[config.mk]
export PLATFORM = sky130hd
export DESIGN_NAME = p3ik_ctrl
export DESIGN_NICKNAME = d
export VERILOG_FILES = /design/src/p3ik_pkg.sv /design/src/p3ik_ctrl.sv
export SDC_FILE = /design/constraint.sdc
export NUM_CORES = 1
export LEC_CHECK = 0
export BUFFER_PORTS_ARGS = -buffer_cell sky130_fd_sc_hd__buf_2
export CAP_MARGIN = 20
export CORE_MARGIN = 5
export CORE_UTILIZATION = 38
export DETAILED_ROUTE_END_ITERATION = 16
export GPL_TIMING_DRIVEN = 0
export PLACE_DENSITY_LB_ADDON = 0.15
export SKIP_CTS_REPAIR_TIMING = 1
export SLEW_MARGIN = 20
export SYNTH_ARGS = -nofsm -noshare
export SYNTH_HDL_FRONTEND = slang
export SYNTH_SLANG_ARGS = --single-unit
[constraint.sdc]
create_clock -name clk -period 2.3 [get_ports clk]
set_input_delay 0.115 -clock clk [delete_from_list [all_inputs] [get_ports clk]]
set_output_delay 0.115 -clock clk [all_outputs]
set_load 0.02 [all_outputs]
[src/p3ik_pkg.sv]
`timescale 1ns / 1ps
// ----------------------------------------------------------------------------
// p3ik_pkg
// Shared types, constants and tables of the 3-PRR inverse kinematics block.
// ----------------------------------------------------------------------------
package p3ik_pkg;

  localparam int FRAC_BITS    = 8;
  localparam int CORDIC_ITERS = 16;

  localparam int LEN_W     = 24;
  localparam int ANG_W     = 17;
  localparam int CFG_IDX_W = 2;

  // register indexes
  localparam logic [CFG_IDX_W-1:0] REG_BASE_EDGE = 2'd0;
  localparam logic [CFG_IDX_W-1:0] REG_LINK_LEN  = 2'd1;
  localparam logic [CFG_IDX_W-1:0] REG_MAX_RUN   = 2'd2;

  function automatic logic [LEN_W-1:0] sat24(input longint v);
    if (v > 64'hFFFFFF) return 24'hFFFFFF;
    return v[LEN_W-1:0];
  endfunction

  localparam logic [LEN_W-1:0] RST_EDGE = sat24(longint'(300) << FRAC_BITS);
  localparam logic [LEN_W-1:0] RST_LINK = sat24(longint'(50) << FRAC_BITS);
  localparam logic [LEN_W-1:0] RST_MAXR = sat24(longint'(150) << FRAC_BITS);
  localparam logic [LEN_W-1:0] RST_RUN  = sat24(longint'(75) << FRAC_BITS);

  // angles: 1/256 degree at the port, 2^-20 degree inside the CORDIC
  localparam logic [ANG_W:0]  ANG_FULL    = 18'd92160;
  localparam logic [ANG_W:0]  ANG_SIXTY   = 18'd15360;
  localparam logic signed [31:0] DEG_FULL    = 32'sd377487360;
  localparam logic signed [31:0] DEG_HALF    = 32'sd188743680;
  localparam logic signed [31:0] DEG_QUARTER = 32'sd94371840;

  localparam logic signed [33:0] SQRT3_Q30 = 34'sd1859775393;
  localparam logic signed [33:0] KGAIN_Q30 = 34'sd652032875;

  localparam int IT_W     = (CORDIC_ITERS > 1) ? $clog2(CORDIC_ITERS) : 1;
  localparam int SQ_STEPS = 28;
  localparam int CNT_MAX  = (CORDIC_ITERS > SQ_STEPS) ? CORDIC_ITERS : SQ_STEPS;
  localparam int CNT_W    = $clog2(CNT_MAX);

  function automatic logic [25:0] atan_entry(input logic [4:0] i);
    case (i)
      5'd0:  return 26'd47185920;
      5'd1:  return 26'd27855475;
      5'd2:  return 26'd14718068;
      5'd3:  return 26'd7471121;
      5'd4:  return 26'd3750058;
      5'd5:  return 26'd1876857;
      5'd6:  return 26'd938658;
      5'd7:  return 26'd469357;
      5'd8:  return 26'd234682;
      5'd9:  return 26'd117342;
      5'd10: return 26'd58671;
      5'd11: return 26'd29335;
      5'd12: return 26'd14668;
      5'd13: return 26'd7334;
      5'd14: return 26'd3667;
      5'd15: return 26'd1833;
      5'd16: return 26'd917;
      5'd17: return 26'd458;
      5'd18: return 26'd229;
      5'd19: return 26'd115;
      5'd20: return 26'd57;
      5'd21: return 26'd29;
      5'd22: return 26'd14;
      5'd23: return 26'd7;
      default: return 26'd0;
    endcase
  endfunction

  typedef enum logic [4:0] {
    OP_NOP, OP_LOAD, OP_CINIT, OP_CSTEP, OP_MUL_LC, OP_SET_VX, OP_MUL_LS,
    OP_SET_VY, OP_MUL_SE, OP_SET_BY, OP_MUL_LINE, OP_SET_D, OP_MUL_DD,
    OP_SET_DSQ, OP_MUL_DX, OP_SET_ACC, OP_MUL_DY, OP_SET_A2, OP_MUL_LL,
    OP_SET_B2, OP_SQ_INIT, OP_SQ_STEP, OP_SQ_SAVE, OP_PICK, OP_COMMIT
  } dp_op_t;

  typedef struct packed {
    dp_op_t          op;
    logic            vtx;     // 0: vertex 1, 1: vertex 2
    logic [1:0]      leg;
    logic [IT_W-1:0] iter;
    logic            sq_sel;  // 0: projection root, 1: link root
    logic            ok;
  } dp_cmd_t;

  typedef struct packed {
    logic b2_neg;
    logic none_valid;
  } dp_stat_t;

endpackage

[src/p3ik_ctrl.sv]
`timescale 1ns / 1ps
// ----------------------------------------------------------------------------
// p3ik_ctrl
// Sequencer: steps the datapath through both vertices and the three legs.
// ----------------------------------------------------------------------------
module p3ik_ctrl (
  input  logic                clk,
  input  logic                rst,
  input  logic                in_valid,
  output logic                in_ready,
  output logic                out_valid,
  input  logic                out_ready,
  input  p3ik_pkg::dp_stat_t  stat,
  output p3ik_pkg::dp_cmd_t   cmd
);
  import p3ik_pkg::*;

  typedef enum logic [21:0] {
    S_IDLE  = 22'd1 << 0,  S_CINIT = 22'd1 << 1,  S_CSTEP = 22'd1 << 2,
    S_MLC   = 22'd1 << 3,  S_SVX   = 22'd1 << 4,  S_MLS   = 22'd1 << 5,
    S_SVY   = 22'd1 << 6,  S_MSE   = 22'd1 << 7,  S_SBY   = 22'd1 << 8,
    S_LINE  = 22'd1 << 9,  S_SD    = 22'd1 << 10, S_MDD   = 22'd1 << 11,
    S_SDSQ  = 22'd1 << 12, S_MDX   = 22'd1 << 13, S_SACC  = 22'd1 << 14,
    S_MDY   = 22'd1 << 15, S_SA2   = 22'd1 << 16, S_MLL   = 22'd1 << 17,
    S_SB2   = 22'd1 << 18, S_SQI   = 22'd1 << 19, S_SQS   = 22'd1 << 20,
    S_FIN   = 22'd1 << 21
  } state_t;

  state_t           state, state_next;
  logic [CNT_W-1:0] cnt, cnt_next;
  logic             vtx, vtx_next, sq_sel, sq_sel_next, ok, ok_next, saving, saving_next;
  logic [1:0]       leg, leg_next;
  logic             pick, pick_next;
  logic             ov_next;

  assign in_ready = (state == S_IDLE);

  always_comb begin
    state_next  = state;
    cnt_next    = cnt;
    vtx_next    = vtx;
    sq_sel_next = sq_sel;
    ok_next     = ok;
    leg_next    = leg;
    saving_next = 1'b0;
    pick_next   = 1'b0;
    ov_next     = out_valid && !out_ready;
    cmd         = '0;
    cmd.op      = OP_NOP;
    cmd.vtx     = vtx;
    cmd.leg     = leg;
    cmd.iter    = cnt[IT_W-1:0];
    cmd.sq_sel  = sq_sel;
    cmd.ok      = ok;
    unique case (state)
      S_IDLE: if (in_valid) begin
        cmd.op = OP_LOAD; vtx_next = 1'b0; leg_next = 2'd0; state_next = S_CINIT;
      end
      S_CINIT: begin cmd.op = OP_CINIT; cnt_next = '0; state_next = S_CSTEP; end
      S_CSTEP: begin
        cmd.op = OP_CSTEP;
        cnt_next = cnt + 1'b1;
        if (cnt == CNT_W'(CORDIC_ITERS - 1)) state_next = S_MLC;
      end
      S_MLC: begin cmd.op = OP_MUL_LC; state_next = S_SVX; end
      S_SVX: begin cmd.op = OP_SET_VX; state_next = S_MLS; end
      S_MLS: begin cmd.op = OP_MUL_LS; state_next = S_SVY; end
      S_SVY: begin
        cmd.op = OP_SET_VY;
        if (!vtx) begin vtx_next = 1'b1; state_next = S_CINIT; end
        else state_next = S_MSE;
      end
      S_MSE:  begin cmd.op = OP_MUL_SE; state_next = S_SBY; end
      S_SBY:  begin cmd.op = OP_SET_BY; state_next = S_LINE; end
      S_LINE: begin
        // the pick of the previous leg shares this slot's entry
        cmd.op = OP_MUL_LINE; state_next = S_SD;
      end
      S_SD:   begin cmd.op = OP_SET_D;   state_next = S_MDD; end
      S_MDD:  begin cmd.op = OP_MUL_DD;  state_next = S_SDSQ; end
      S_SDSQ: begin cmd.op = OP_SET_DSQ; state_next = S_MDX; end
      S_MDX:  begin cmd.op = OP_MUL_DX;  state_next = S_SACC; end
      S_SACC: begin cmd.op = OP_SET_ACC; state_next = S_MDY; end
      S_MDY:  begin cmd.op = OP_MUL_DY;  state_next = S_SA2; end
      S_SA2:  begin cmd.op = OP_SET_A2;  state_next = S_MLL; end
      S_MLL:  begin cmd.op = OP_MUL_LL;  state_next = S_SB2; end
      S_SB2: begin
        cmd.op = OP_SET_B2;
        if (stat.b2_neg) begin ok_next = 1'b0; state_next = S_FIN; end
        else begin sq_sel_next = 1'b0; state_next = S_SQI; end
      end
      S_SQI: begin
        if (pick) begin
          // both roots ready: choose the candidate
          if (stat.none_valid) begin
            ok_next = 1'b0; state_next = S_FIN;
          end else begin
            cmd.op = OP_PICK;
            if (leg == 2'd2) begin ok_next = 1'b1; state_next = S_FIN; end
            else begin leg_next = leg + 1'b1; state_next = S_LINE; end
          end
        end else if (saving) begin
          cmd.op = OP_SQ_SAVE;
          if (!sq_sel) begin sq_sel_next = 1'b1; state_next = S_SQI; end
          else pick_next = 1'b1;
        end else begin
          cmd.op = OP_SQ_INIT; cnt_next = '0; state_next = S_SQS;
        end
      end
      S_SQS: begin
        cmd.op = OP_SQ_STEP;
        cnt_next = cnt + 1'b1;
        if (cnt == CNT_W'(SQ_STEPS - 1)) begin saving_next = 1'b1; state_next = S_SQI; end
      end
      S_FIN: if (!out_valid || out_ready) begin
        cmd.op = OP_COMMIT; ov_next = 1'b1; state_next = S_IDLE;
      end
      default: state_next = S_IDLE;
    endcase
  end

  always_ff @(posedge clk) begin
    if (rst) begin
      state <= S_IDLE; cnt <= '0; vtx <= 1'b0; sq_sel <= 1'b0; ok <= 1'b0;
      leg <= 2'd0; saving <= 1'b0; pick <= 1'b0; out_valid <= 1'b0;
    end else begin
      state <= state_next; cnt <= cnt_next; vtx <= vtx_next; sq_sel <= sq_sel_next;
      ok <= ok_next; leg <= leg_next; saving <= saving_next; pick <= pick_next;
      out_valid <= ov_next;
    end
  end

  a_cordic_cnt: assert property (@(posedge clk) disable iff (rst)
    (state == S_CSTEP) |-> (cnt < CNT_W'(CORDIC_ITERS)))
    else $error("CORDIC count overrun");
  a_commit_room: assert property (@(posedge clk) disable iff (rst)
    (cmd.op == OP_COMMIT) |-> (!out_valid || out_ready))
    else $error("commit over a pending word");
  a_start: assert property (@(posedge clk) disable iff (rst)
    (in_valid && state == S_IDLE) |=> (state == S_CINIT))
    else $error("accepted word did not start the sequence");

endmodule

# [Word-level counts from Yosys, hierarchy flattened]
# Index checks and enable logic that the tools add are counted.
[totals] latch_bits=0 memories=0 word_cells=111 output_inout_bits=16 reg_bits=35 mem_bits_rw=0 input_bits=6 mem_bits_ro=0
[op_classes] n_eq_ne=39 n_bitwise=3 div_mod_pow=0 magnitude_cmp=0 mux=41 n_mul=0 n_reduce_logical=17 n_addsub=2 shifts=0
[op_table] operator="$pmux W22 S22" count=1
[op_table] operator="$mux W22" count=10
[op_table] operator="$pmux W5 S22" count=1
[op_table] operator="$mux W5" count=5
[op_table] operator="$ne A2 B2 Y1 const B" count=12
[op_table] operator="$eq A22 B1 Y1 const B" count=1
[op_table] operator="$eq A22 B10 Y1 const B" count=1
[op_table] operator="$eq A22 B11 Y1 const B" count=1
[op_table] operator="$eq A22 B12 Y1 const B" count=1
[op_table] operator="$eq A22 B13 Y1 const B" count=1
[op_table] operator="$eq A22 B14 Y1 const B" count=1
[op_table] operator="$eq A22 B15 Y1 const B" count=1
[op_table] operator="$eq A22 B16 Y1 const B" count=1
[op_table] operator="$eq A22 B17 Y1 const B" count=1
[op_table] operator="$eq A22 B18 Y1 const B" count=1
[op_table] operator="$eq A22 B19 Y1 const B" count=1
[op_table] operator="$eq A22 B2 Y1 const B" count=1
[op_table] operator="$eq A22 B20 Y1 const B" count=1
[op_table] operator="$eq A22 B21 Y1 const B" count=1
[op_table] operator="$eq A22 B22 Y1 const B" count=1
[op_table] operator="$eq A22 B3 Y1 const B" count=1
[op_table] operator="$eq A22 B4 Y1 const B" count=1
[op_table] operator="$eq A22 B5 Y1 const B" count=1
[op_table] operator="$eq A22 B6 Y1 const B" count=1
[op_table] operator="28 further kinds" count=54

# [Logic depth before layout (Yosys ltp)]
[logic_depth] depth_word=5 mapped_depth=10 depth_no_buf=9

# [Worst setup path before layout]
# Ideal clock, no wire load.
[synth_path] path_type="register to output" startpoint="reg state[4]" endpoint="out cmd[9] in the netlist's numbering" t_arrival_ps=1961 t_required_ps=2185 path_slack_ps=224 stages_incl_launch_ff=7 path_buffers=1 cell_sequence="dfxtp_1 buf_6 nor4_4 nand3_4 or4_2 nand4b_1 or3_1"
[synth_rtl] element="start: declaration" line="p3ik_ctrl.sv:29" rtl="state_t state, state_next;"
[synth_rtl] element="start signal: assignment" line="p3ik_ctrl.sv:127" rtl="state <= state_next; cnt <= cnt_next; vtx <= vtx_next; sq_sel <= sq_sel_next;"
[synth_rtl] element="end: declaration" line="p3ik_ctrl.sv:14" rtl="output p3ik_pkg::dp_cmd_t cmd"

==> results.py <==
metrics = {
    "timing": {
        "hold_violations": 0,
        "fin_setup_tns_ns": -0.2749,
        "worst_pin_slew_ns": 0.7166,
        "fin_crit_sh_pct": 104.4,
        "fin_ws_ns": -0.1002,
        "clock.fmax_ghz": 0.4166,
        "finClkSkew_ns": 0.01146,
        "maxSlewViolCount": 0,
        "rsz0062_at_grt": "yes",
        "setup_viol": 5,
        "slew_headroom_pct": 51.94,
        "period_needed_ns": 2.400,
    },
    "grt": {
        "grt_use_total_pct": 15.69,
        "grt_pass1_vias": 1847,
        "grt_first_pass_wirelength_um": 9087,
        "grt-ovfl-total": 0,
        "antenna_found_initial": 0,
        "grt_max_degree": 11,
    },
    "synthesis": {
        "synth_area_leader_cell": "dfxtp_1",
        "synthSimpleGateAreaFrac_pct": 46.68,
        "yosysWarnings": 0,
        "synth.avg_cell_area_um2": 8.236,
        "post-synth-top-count-cell": "dfxtp_1",
        "yosysSeqAreaShare_pct": 32.60,
        "synth_edf_count": 0,
        "synth_flop_cell": "dfxtp_1",
        "synth_mux_area_share_pct": 0,
        "netlist_instances": 261,
        "synth.top_cell.area_share_pct": 32.60,
        "synthAdderAreaFrac_pct": 1.746,
        "synth_common_cells": "35 x dfxtp_1, 31 x nor2_1, 25 x nand2_1",
        "post_synth_xor_area_fraction_pct": 2.445,
        "synth_area_leaders": "dfxtp_1 33%, nor2_1 5.4%, nand2_1 4.4%",
        "async_flop_share_pct": 0,
        "ys_types": 52,
        "syn_nets": 270,
        "synth_seq_cells": 35,
        "netlist_area_um2": 2150,
        "synth-compound-area-share_pct": 10.01,
        "synth_top_family_by_area": "simple AND/OR/NAND/NOR gates",
    },
    "power_and_ir_drop": {
        "peakVddDrop_mv": 0.2961,
        "power.share.clock_pct": 28.3,
        "p_per_area_nw_per_um2": 525.1,
        "cell_internal_pwr_w": 0.001048,
        "p_sw_share_pct": 32.30,
        "finalPower_w": 0.001548,
        "static-leakage-power_nw": 1.222,
        "p_sw_w": 0.0004999,
        "pwr-share-seq_pct": 40.8,
        "combPwrFrac_pct": 30.9,
    },
    "critical_path": {
        "worst_setup_path_end_kind": "primary output",
        "slowest_delay_ns": 0.51,
        "critical_path.top_delay_family": "simple AND/OR/NAND/NOR gates",
        "cp.arrival_ns": 2.29,
        "crit_required_ns": 2.18,
        "crit_fanout": 5,
        "reg2reg_slack_ns": 0,
        "cp-start-kind": "register",
        "path_cells": "nor4_4 > buf_4 > nand3_4 > or4b_4 > o311ai_0 > or4_4 > buf_6",
        "critPathSlowestCell": "or4b_4",
        "path_buf_inv": 2,
        "critPathKind": "register to primary output",
    },
    "drt": {
        "drt-total-wl_um": 6163,
        "first_pass_iters": 4,
        "ant_nets": 0,
        "wire_per_inst_um": 15.64,
        "drc": 0,
        "drt-initial-drc-count": 94,
        "viasPerCell": 5.472,
        "routed-via-count": 2156,
    },
    "floorplanning": {
        "row_count": 27,
        "dieWidth_um": 85.21,
        "die_y_um": 85.21,
        "die_area_um2": 7261,
        "initial_utilization_pct": 39.04,
        "core-area_um2": 5507,
        "io_pins": 22,
    },
    "clock_tree": {
        "root_buffer": "clkbuf_8",
        "clk_pin_slew_worst_paths_ns": 0.08,
        "clock-sinks": 35,
        "tritoncts": "yes",
        "numCtsBuffers": 5,
        "clk_latency_ns": 0.29,
        "cts_buffer_depth": 2,
        "ctsHtreeMaxLevel": 2,
    },
    "worst_hold_path": {
        "worstHoldPathType": "input port to register",
    },
    "placement": {
        "dp_hpwl_um": 4303,
        "placed_cells": 353,
        "gp_congestion": 0.8142,
        "placed_cell_area_um2": 2340,
        "port_buffers": 20,
    },
    "cells_and_area": {
        "nNetsFinal": 330,
        "instances_no_fill": 394,
        "post-route-cell-area_um2": 2948,
        "synthToLayoutAreaGrowth_pct": 37.14,
        "drive_gt1_share_pct": 44.10,
        "antennaDiodeCount": 0,
    },
    "run_status": {
        "outcome": "finished with violations",
        "violations": "negative setup slack",
    },
    "run": {
        "drv_cap": 0,
    },
}
-- placed cells by master (no fill, tap or decap), types with 6 or more instances in the layout --
cell type,count
nand3b_1,7
dfxtp_2,14
nand2_2,6
nor4_4,6
or3_1,6
or4_4,6
nor3_1,10
buf_6,7
nand2b_1,7
nand2_1,20
nand3_1,9
a21oi_1,12
buf_2,17
nor2_1,30
dfxtp_1,19
nor4_1,7
clkbuf_8,6
buf_4,42
-- routing by layer --
layer | vias to the layer above | wire (µm) | global-route usage (%)
met1 | 997 | 2907 | 21.07
met2 | 61 | 2914 | 25.42
met3 | 10 | 246 | 3.204
met4 | 0 | 95 | 4.317
li1 | 1088 | - | -
met5 | - | 0 | 0
-- worst reg2reg max path, cell delays in order, from the launching register on --
cell     delay (ns)
dfxtp_2        0.36
nor4_4         0.39
buf_4          0.22
nand3_4        0.10
buf_4          0.17
nor3_4         0.18
buf_4          0.19
a21oi_1        0.04
and3_1         0.21
a221o_1        0.33
-- power by group through the flow --
| stage | sequential, W | combinational [W] | clock (W) |
|---|---|---|---|
| 2_1_floorplan | 0.000641 | 0.000244 | 0 |
| 3_3_place_gp | 0.000644 | 0.000330 | 0 |
| 3_5_place_dp | 0.000644 | 0.000329 | 0 |
| 4_1_cts | 0.000630 | 0.000329 | 0.000441 |
| 5_1_grt | 0.000634 | 0.000512 | 0.000466 |
| 6_report | 0.000632 | 0.000478 | 0.000438 |
-- through the flow --
step | setup slack (ns) | utilization (%) | hold slack (ns)
floorplan | 0.2239 | - | 0.2579
global placement | -0.2125 | 42.49 | 0.3734
detailed placement | -0.2268 | 42.49 | 0.3764
CTS | -0.5553 | 43.97 | 0.06347
global route | -0.1743 | 53.53 | 0.05941
finish | -0.1002 | 53.53 | 0.06488
-- worst paths after layout --
kind	from	endpoint	cells after the start
setup / recovery	state[11]	cmd[10]	7
hold reg to reg	vtx	vtx	2
setup reg to reg	state[11]	state[0]	9
hold / removal	rst	cnt[3]	2
-- cell type report --
class / instances / area (µm²)
Buffer: 15 / 135.1
Clock buffer: 7 / 76.32
Clock inverter: 1 / 5.005
Fill cell: 526 / 2559
Inverter: 5 / 18.77
Multi-Input combinational cell: 206 / 1530
Sequential cell: 35 / 725.7
Tap cell: 72 / 90.09
Timing Repair Buffer: 53 / 366.6
-- flip-flops by register name (all words and copies together), names as in the netlist --
signal     cells
pick           1
state         22
cnt            5
out_valid      1
leg            2
sq_sel         1
ok             1
saving         1
vtx            1
-- logic make-up after synthesis --
group	after synthesis
buffers and inverters	21
flip-flops	35
XOR/XNOR	6
adder cells (fa/ha/maj)	3
AO/OA/AOI/OAI	32
AND/OR/NAND/NOR	164
No activity file was read; power rests on OpenSTA's default activity.
